===== config.mk =====
export PLATFORM = sky130hd
export DESIGN_NAME = ipv4_dotted_decimal_parser_unit
export DESIGN_NICKNAME = d
export VERILOG_FILES = /design/src/sv/ipv4_pkg.sv /design/src/sv/ipv4_dotted_decimal_parser_unit.sv
export SDC_FILE = /design/constraint.sdc
export NUM_CORES = 1
export LEC_CHECK = 0
export BUFFER_PORTS_ARGS = -buffer_cell sky130_fd_sc_hd__buf_4
export CELL_PAD_IN_SITES_DETAIL_PLACEMENT = 0
export CELL_PAD_IN_SITES_GLOBAL_PLACEMENT = 1
export CORE_MARGIN = 5
export CORE_UTILIZATION = 48
export CTS_CLUSTER_DIAMETER = 120
export DETAILED_ROUTE_END_ITERATION = 8
export PLACE_DENSITY_LB_ADDON = 0.1
export SKIP_CTS_REPAIR_TIMING = 1
export SYNTH_ARGS = -nofsm -noshare
export SYNTH_HDL_FRONTEND = slang
export SYNTH_SLANG_ARGS = --single-unit

===== constraint.sdc =====
create_clock -name clk_i -period 3.82 [get_ports clk_i]
set_input_delay 0.191 -clock clk_i [delete_from_list [all_inputs] [get_ports clk_i]]
set_output_delay 0.191 -clock clk_i [all_outputs]
set_load 0.01 [all_outputs]

===== src/sv/ipv4_pkg.sv =====
package ipv4_pkg;

  localparam int unsigned CharW    = 8;
  localparam int unsigned OctetW   = 8;
  localparam int unsigned AddrW    = 32;
  localparam int unsigned UpperW   = 24;
  localparam int unsigned DotsW    = 2;

  localparam logic [CharW-1:0] CharZero  = 8'h30;
  localparam logic [CharW-1:0] CharNine  = 8'h39;
  localparam logic [CharW-1:0] CharDot   = 8'h2E;
  localparam logic [CharW-1:0] CharCr    = 8'h0D;
  localparam logic [CharW-1:0] CharLf    = 8'h0A;
  localparam logic [CharW-1:0] CharSpace = 8'h20;
  localparam logic [CharW-1:0] CharTab   = 8'h09;

  localparam logic [DotsW-1:0] DotsNeeded = 2'd3;
  localparam logic [11:0]      OctetMax   = 12'd255;

  localparam logic StatusOk      = 1'b0;
  localparam logic StatusInvalid = 1'b1;

endpackage


===== src/sv/ipv4_dotted_decimal_parser_unit.sv =====
// dotted-decimal ipv4 address parser
// input channel: one character word per cycle (in_char_code_i) with
// in_line_end_i marking the last character of a line; accepted when
// in_valid_i is high and in_stall_o is low.
// output channel: one word per line (out_address_o, out_status_o), taken
// when out_valid_o is high and out_stall_i is low. status 0 means a valid
// address, 1 invalid text with address zero.
// throughput: one character per cycle while in_stall_o is low, set by
// the combinational octet update (multiply by ten, add, compare with 255).
// a line's result is registered in the output or else the skid register.
// an output register plus one skid register part the two sides; the input
// stalls only while the skid register is full, so characters keep flowing
// while a finished result waits downstream.
// reset clears the parser state and both result slots; the block is ready
// as soon as reset is released.
module ipv4_dotted_decimal_parser_unit (
  input  logic                        clk_i,
  input  logic                        rst_ni,
  input  logic                        in_valid_i,
  output logic                        in_stall_o,
  input  logic [ipv4_pkg::CharW-1:0]  in_char_code_i,
  input  logic                        in_line_end_i,
  output logic                        out_valid_o,
  input  logic                        out_stall_i,
  output logic [ipv4_pkg::AddrW-1:0]  out_address_o,
  output logic                        out_status_o
);
  import ipv4_pkg::*;

  logic [UpperW-1:0] upper_q, upper_d;
  logic [OctetW-1:0] cur_q, cur_d;
  logic [DotsW-1:0]  dots_q, dots_d;
  logic              have_q, have_d;
  logic              err_q, err_d;

  logic              out_valid_q;
  logic [AddrW-1:0]  out_addr_q;
  logic              out_status_q;
  logic              skid_valid_q;
  logic [AddrW-1:0]  skid_addr_q;
  logic              skid_status_q;

  logic              in_acc, out_take, res_new;
  logic [11:0]       oct_sum;
  logic              is_digit, is_skip;
  logic [AddrW-1:0]  res_addr;
  logic              res_status;

  assign in_stall_o = skid_valid_q;
  assign in_acc     = in_valid_i && !skid_valid_q;
  assign out_take   = out_valid_q && !out_stall_i;
  assign res_new    = in_acc && in_line_end_i;

  assign is_digit = (in_char_code_i >= CharZero) && (in_char_code_i <= CharNine);
  assign is_skip  = (in_char_code_i == CharCr) || (in_char_code_i == CharLf) ||
                    (in_char_code_i == CharSpace) || (in_char_code_i == CharTab);
  // cur * 10 + digit
  assign oct_sum = {1'b0, cur_q, 3'b000} + {3'b000, cur_q, 1'b0}
                 + {8'h00, in_char_code_i[3:0] - CharZero[3:0]};

  // character step
  always_comb begin
    upper_d = upper_q;
    cur_d   = cur_q;
    dots_d  = dots_q;
    have_d  = have_q;
    err_d   = err_q;
    if (!err_q) begin
      if (is_digit) begin
        if (oct_sum > OctetMax) begin
          err_d = 1'b1;
        end else begin
          cur_d  = oct_sum[OctetW-1:0];
          have_d = 1'b1;
        end
      end else if (in_char_code_i == CharDot) begin
        if (!have_q || (dots_q == DotsNeeded)) begin
          err_d = 1'b1;
        end else begin
          upper_d = {upper_q[UpperW-OctetW-1:0], cur_q};
          cur_d   = '0;
          have_d  = 1'b0;
          dots_d  = dots_q + 2'd1;
        end
      end else if (!is_skip) begin
        err_d = 1'b1;
      end
    end
  end

  // end-of-line check on the updated state
  always_comb begin
    if (err_d || !have_d || (dots_d != DotsNeeded)) begin
      res_addr   = '0;
      res_status = StatusInvalid;
    end else begin
      res_addr   = {upper_d, cur_d};
      res_status = StatusOk;
    end
  end

  always_ff @(posedge clk_i or negedge rst_ni) begin
    if (!rst_ni) begin
      upper_q <= '0;
      cur_q   <= '0;
      dots_q  <= '0;
      have_q  <= 1'b0;
      err_q   <= 1'b0;
    end else if (in_acc) begin
      if (in_line_end_i) begin
        upper_q <= '0;
        cur_q   <= '0;
        dots_q  <= '0;
        have_q  <= 1'b0;
        err_q   <= 1'b0;
      end else begin
        upper_q <= upper_d;
        cur_q   <= cur_d;
        dots_q  <= dots_d;
        have_q  <= have_d;
        err_q   <= err_d;
      end
    end
  end

  // output register with skid slot
  always_ff @(posedge clk_i or negedge rst_ni) begin
    if (!rst_ni) begin
      out_valid_q  <= 1'b0;
      skid_valid_q <= 1'b0;
    end else if (!out_valid_q || out_take) begin
      if (skid_valid_q) begin
        out_valid_q  <= 1'b1;
        skid_valid_q <= 1'b0;
      end else begin
        out_valid_q <= res_new;
      end
    end else if (res_new) begin
      skid_valid_q <= 1'b1;
    end
  end

  always_ff @(posedge clk_i) begin
    if (!out_valid_q || out_take) begin
      if (skid_valid_q) begin
        out_addr_q   <= skid_addr_q;
        out_status_q <= skid_status_q;
      end else if (res_new) begin
        out_addr_q   <= res_addr;
        out_status_q <= res_status;
      end
    end else if (res_new) begin
      skid_addr_q   <= res_addr;
      skid_status_q <= res_status;
    end
  end

  assign out_valid_o   = out_valid_q;
  assign out_address_o = out_addr_q;
  assign out_status_o  = out_status_q;

  a_skid_behind_out: assert property (@(posedge clk_i) disable iff (!rst_ni)
    skid_valid_q |-> out_valid_q)
    else $error("skid slot full while output slot empty");

  a_invalid_zero: assert property (@(posedge clk_i) disable iff (!rst_ni)
    (out_valid_q && (out_status_q == StatusInvalid)) |-> (out_addr_q == '0))
    else $error("invalid result carries a nonzero address");

  a_line_clears: assert property (@(posedge clk_i) disable iff (!rst_ni)
    res_new |=> ((dots_q == '0) && !err_q && !have_q && (cur_q == '0)))
    else $error("parser state not cleared after line end");

endmodule


==> flow_summary.json, run 1 <==
{
  "status": "completed",
  "path_cells": "inv_1, fa_1, inv_1, fa_1, a211oi_2, o21a_1, xor2_1, and3_1, a21oi_1, a2111o_2, buf_6, o31ai_1",
  "grt_pass1_wl_um": 17300,
  "antenna_found_initial": 0,
  "via_per_inst": 5.72,
  "core_area_sq_um": 10400,
  "drive_gt1_share_pct": 20.0,
  "drv_cap": 0,
  "finalSetupViolCount": 0,
  "power_switching_w": 0.000496,
  "comb_power_share_pct": 7.3,
  "diodes": 0,
  "vdd_drop_max_mv": 0.238,
  "fin_crit_ns": 3.63,
  "hold_class": "in -> reg",
  "routed_wl_um": 10700,
  "numClockSinks": 104,
  "die-area_sq_um": 12800,
  "gp_congestion": 0.827,
  "synth_nets": 462,
  "cts_root_buffer": "clkbuf_8",
  "ys_ff_latch": 104,
  "die_x_um": 113,
  "initial_utilization_pct": 49.2,
  "drc": 0,
  "synth.distinct_cells": 56,
  "place.port_buffers": 47,
  "numCtsBuffers": 9,
  "fmax_ghz": 0.276,
  "path_clk_slew_ns": 0.10,
  "synth_seq_area_share_pct": 57.5,
  "max-clock-path-buffers": 2,
  "wl_per_cell_um": 17.4,
  "worst_slew_pin_slew_ns": 1.06,
  "grt_max_degree": 69,
  "initialDrtViolationCount": 201,
  "final_cell_mix": "66 x edfxtp_1, 59 x buf_4, 51 x nand2_1, 46 x nor2_1, 37 x dfrtp_1",
  "post-route-util_pct": 56.2,
  "async_flop_share_pct": 36.5,
  "rows": 37,
  "max_slew_margin_pct": 28.9,
  "path_buf_inv": 3,
  "endpoint_kind": "register",
  "setup_tns_ns": 0,
  "fin_hold_ws_ns": 0.0949,
  "switching_share_pct": 24.5,
  "dr.pass1.iters": 5,
  "clkLatencyLatePin_ns": 0.36,
  "crit_path_max_fanout": 40,
  "rsz0062_at_grt": "true",
  "layout_commonest_cell": "edfxtp_1",
  "power_w": 0.00203,
  "vias": 3530,
  "synth_edf_count": 66,
  "cellLeakagePower_nw": 2.21,
  "worstPathArrival_ns": 3.81,
  "ant_nets": 0,
  "crit_family": "compound AO/OA/AOI/OAI gates",
  "slowest_delay_ns": 0.51,
  "final_nets": 508,
  "report.final.slew_viol_count": 0,
  "cts_max_level": 3,
  "cts_tree": "yes",
  "crit_slowest_cell": "fa_1",
  "dp_hpwl_um": 7490,
  "cp.required_ns": 4.01,
  "internal_power_w": 0.00153,
  "finalCritPeriodShare_pct": 94.9,
  "seqPwrFrac_pct": 61.4,
  "critical_path_class": "reg -> reg",
  "io_pins": 48,
  "grt-ovfl-total": 0,
  "syn_inst": 431,
  "yosysWarnings": 0,
  "synth-main-ff-cell": "edfxtp_1",
  "netlist_area_sq_um": 5100,
  "track_usage_pct": 17.0,
  "synth_area_per_cell_sq_um": 11.8,
  "worstSetupStartpointType": "register",
  "grt_pass1_vias": 3353,
  "die_h_um": 113,
  "syn_to_final_growth_pct": 14.1,
  "pwr-share-clk_pct": 31.3,
  "pwr_density_cell_nw_per_um2": 348,
  "hold_viol": 0,
  "fin_worst_skew_ns": 0.0140
}
-- metal layers --
metal | routed length (um) | vias up | track usage [%]
met4 | 109 | 0 | 4.49
met5 | 0 | - | 0
met3 | 418 | 12 | 2.89
met1 | 5300 | 1730 | 25.3
met2 | 4900 | 74 | 25.9
li1 | - | 1714 | -
-- power by group through the flow --
stage / clock [W] / sequential [W] / combinational, W
after floorplan: 0 / 0.00128 / 0.0000602
after global placement: 0 / 0.00127 / 0.000147
after detailed placement: 0 / 0.00127 / 0.000148
after CTS: 0.000653 / 0.00125 / 0.000149
after global routing: 0.000701 / 0.00125 / 0.000164
final: 0.000635 / 0.00125 / 0.000148
-- layout make-up --
| class | instances | area [sq um] |
|---|---|---|
| Fill cell | 934 | 4550 |
| Multi-Input combinational cell | 294 | 2050 |
| Inverter | 7 | 26.3 |
| Clock inverter | 6 | 50.0 |
| Tap cell | 136 | 170 |
| Clock buffer | 9 | 124 |
| Sequential cell | 104 | 2930 |
| Timing Repair Buffer | 61 | 464 |
-- cells in the mapped netlist (4+ instances only) --
| cell type | instances | area [sq um] |
|---|---|---|
| a21oi_1 | 17 | 85.1 |
| a22o_1 | 24 | 210 |
| and3_1 | 7 | 43.8 |
| buf_2 | 5 | 25.0 |
| clkbuf_1 | 16 | 60.1 |
| dfrtp_1 | 38 | 951 |
| edfxtp_1 | 66 | 1980 |
| ha_1 | 16 | 200 |
| inv_1 | 7 | 26.3 |
| mux2i_1 | 25 | 250 |
| nand2_1 | 51 | 191 |
| nand2b_1 | 4 | 25.0 |
| nor2_1 | 47 | 176 |
| o21ai_0 | 11 | 55.1 |
| o2bb2ai_1 | 6 | 52.6 |
| o31ai_1 | 25 | 188 |
| o31ai_2 | 7 | 87.6 |
-- worst register-to-register path, stage by stage, from the launching register on --
cell	delay, ns
dfrtp_1	0.42
inv_1	0.09
fa_1	0.51
inv_1	0.07
fa_1	0.48
a211oi_2	0.25
o21a_1	0.21
xor2_1	0.16
and3_1	0.20
a21oi_1	0.07
a2111o_2	0.49
buf_6	0.22
o31ai_1	0.27
-- state kept, by name, summed over array words and instances, names as in the netlist, 2 cells and up --
| name | flops |
|---|---|
| out_address_o | 32 |
| skid_addr_q | 32 |
| upper_q | 24 |
| cur_q | 8 |
| dots_q | 2 |
-- metrics by stage --
step,setup slack (ns),instances,area (sq um)
floorplan,0.402,431,5100
finish,0.194,617,5820
CTS,0.117,615,5790
detailed placement,0.148,600,5610
global route,-0.0104,617,5820
global placement,0.250,600,5610
-- worst paths after layout --
check / startpoint / endpoint / slack (ns) / cells past startpoint
worst max-delay path: cur_q[0]$_DFFE_PN0P_ / out_address_o[6]$_DFFE_PP_ / 0.19 / 12
worst min-delay path: in_line_end_i / cur_q[7]$_DFFE_PN0P_ / 0.09 / 2
worst max register to register: cur_q[0]$_DFFE_PN0P_ / out_address_o[6]$_DFFE_PP_ / 0.19 / 12
worst min register to register: upper_q[23]$_DFFE_PN0P_ / upper_q[23]$_DFFE_PN0P_ / 0.49 / 2
max in group asynchronous: rst_ni / in_stall_o$_DFFE_PN0P_ / 3.12 / 2
min in group asynchronous: rst_ni / err_q$_DFFE_PN0P_ / 0.32 / 2
-- kinds of logic after synthesis --
logic type	synth area share [%]
flops	57.5
xor+xnor	0.858
mux	5.34
fa+ha+maj	4.71
buf+inv	2.84
compound gates	17.5
simple gates	11.3
No activity file was read; power rests on OpenSTA's default activity.
==> run 2, diff against run 1 <==
ABC_CLOCK_PERIOD_IN_PS = 3820   (was not set)
PLACE_DENSITY = 0.9   (was not set)
PLACE_DENSITY_LB_ADDON = not set   (was 0.1)
==> run 2 against run 1 <==
  * Maximum frequency grew 0.23%
  * Routed wire length shrank 2.8%
  * Sequential share of layout area shrank 0.20 points
  * Critical endpoint is now skid_addr_q[0]$_DFFE_PP_
==> flow_summary.json, run 2 (synthesis results as in run 1) <==
{
  "status": "completed",
  "track_usage_pct": 16.6,
  "finalCritPeriodShare_pct": 94.7,
  "dr.pass1.iters": 5,
  "endpoint_kind": "register",
  "wl_per_cell_um": 16.9,
  "path_cells": "inv_1, fa_1, inv_1, fa_1, a211oi_2, o21a_1, xor2_1, and3_2, and4_1, mux2i_2, nor2_1",
  "initialDrtViolationCount": 181,
  "path_clk_slew_ns": 0.09,
  "met1_usage_pct": 24.6,
  "dp_slack_ns": 0.0929,
  "postLayoutCellArea_sq_um": 5850,
  "place.port_buffers": 47,
  "grt_pass1_vias": 3276,
  "drive_gt1_share_pct": 19.0,
  "hold_class": "in -> reg",
  "crit_family": "adder cells",
  "syn_to_final_growth_pct": 14.6,
  "setup_tns_ns": 0,
  "vias": 3550,
  "fin_worst_skew_ns": 0.0144,
  "critical_path_class": "reg -> reg",
  "clkLatencyLatePin_ns": 0.35,
  "setup_ws_ns": 0.202,
  "crit_slowest_cell": "fa_1",
  "layout_commonest_cell": "edfxtp_1",
  "fin_crit_ns": 3.62,
  "numClockSinks": 104,
  "drv_cap": 0,
  "finalSetupViolCount": 0,
  "grt_max_degree": 66,
  "grt-ovfl-total": 0,
  "grt_pass1_wl_um": 17000,
  "cts_max_level": 3,
  "diodes": 0,
  "pwr_density_cell_nw_per_um2": 363,
  "final_cell_mix": "66 x edfxtp_1, 57 x buf_4, 51 x nand2_1, 46 x nor2_1, 37 x dfrtp_1",
  "final_nets": 506,
  "rsz0062_at_grt": "false",
  "fin_hold_ws_ns": 0.101,
  "ant_nets": 0,
  "slowest_delay_ns": 0.50,
  "met3_usage_pct": 2.35,
  "die_h_um": 113,
  "numCtsBuffers": 9,
  "worst_slew_pin_slew_ns": 1.07,
  "post-route-util_pct": 56.4,
  "gp_congestion": 0.922,
  "drc": 0,
  "top_usage_layer": "met2",
  "max-clock-path-buffers": 2,
  "path_buf_inv": 2,
  "fmax_ghz": 0.276,
  "io_pins": 48,
  "report.final.slew_viol_count": 0,
  "worstSetupStartpointType": "register",
  "place_area_sq_um": 5620,
  "worstPathArrival_ns": 3.70,
  "core_area_sq_um": 10400,
  "cts_root_buffer": "clkbuf_8",
  "routed_wl_um": 10400,
  "cts_tree": "yes",
  "dp_hpwl_um": 7510,
  "crit_path_max_fanout": 8,
  "max_slew_margin_pct": 28.3,
  "rows": 37,
  "antenna_found_initial": 0,
  "cp.required_ns": 3.90,
  "initial_utilization_pct": 49.2,
  "grt_use_met2_pct": 25.4,
  "hold_viol": 0,
  "cellLeakagePower_nw": 2.22,
  "die_x_um": 113,
  "vdd_drop_max_mv": 0.176,
  "via_per_inst": 5.76,
  "die-area_sq_um": 12800
}
## run 2: cell types whose count changed in the layout (fill, tap and decap cells not counted), sizes merged
cell | before | now
buf | 60 | 58
bufinv | 0 | 2
clkbuf | 9 | 12
clkinv | 2 | 1
clkinvlp | 1 | 0
inv | 10 | 8
## run 2: routing by layer
layer | part of all wire, % | up-vias
li1 | - | 1707
met1 | 48 | 1706
met2 | 45 | 123
met3 | 5.6 | 14
met4 | 1.6 | 0
met5 | 0 | -
## run 2: where the power goes
group	total [W]	switching, W	internal (W)
clock network	0.000725	0.000351	0.000374
registers	0.00125	0.0000147	0.00123
logic	0.000147	0.0000900	0.0000567
## run 2: area by class of cell
| cell class | count | area [sq um] |
|---|---|---|
| fillers | 879 | 4520 |
| flip-flops and latches | 104 | 2930 |
| multi-input cells | 294 | 2050 |
| repair buffers | 59 | 458 |
| well taps | 136 | 170 |
| clock buffers | 12 | 135 |
| clock inverters | 4 | 77.6 |
| inverters | 7 | 26.3 |
## run 2: stage by stage
stage / total power (W) / cells
after floorplan: 0.00134 / 431
after global placement: 0.00142 / 599
after detailed placement: 0.00142 / 599
after CTS: 0.00213 / 615
after global routing: 0.00221 / 616
final: 0.00212 / 616
## run 2: worst paths after layout
| kind | slack, ns | cells after the start | startpoint | to |
|---|---|---|---|---|
| setup / recovery | 0.20 | 11 | cur_q[0]$_DFFE_PN0P_ | skid_addr_q[0]$_DFFE_PP_ |
| hold / removal | 0.10 | 2 | in_line_end_i | upper_q[23]$_DFFE_PN0P_ |
| setup reg to reg | 0.20 | 11 | cur_q[0]$_DFFE_PN0P_ | skid_addr_q[0]$_DFFE_PP_ |
| hold reg to reg | 0.48 | 2 | upper_q[23]$_DFFE_PN0P_ | upper_q[23]$_DFFE_PN0P_ |
| max in group asynchronous | 3.13 | 2 | rst_ni | in_stall_o$_DFFE_PN0P_ |
| min in group asynchronous | 0.34 | 2 | rst_ni | out_valid_o$_DFFE_PN0N_ |
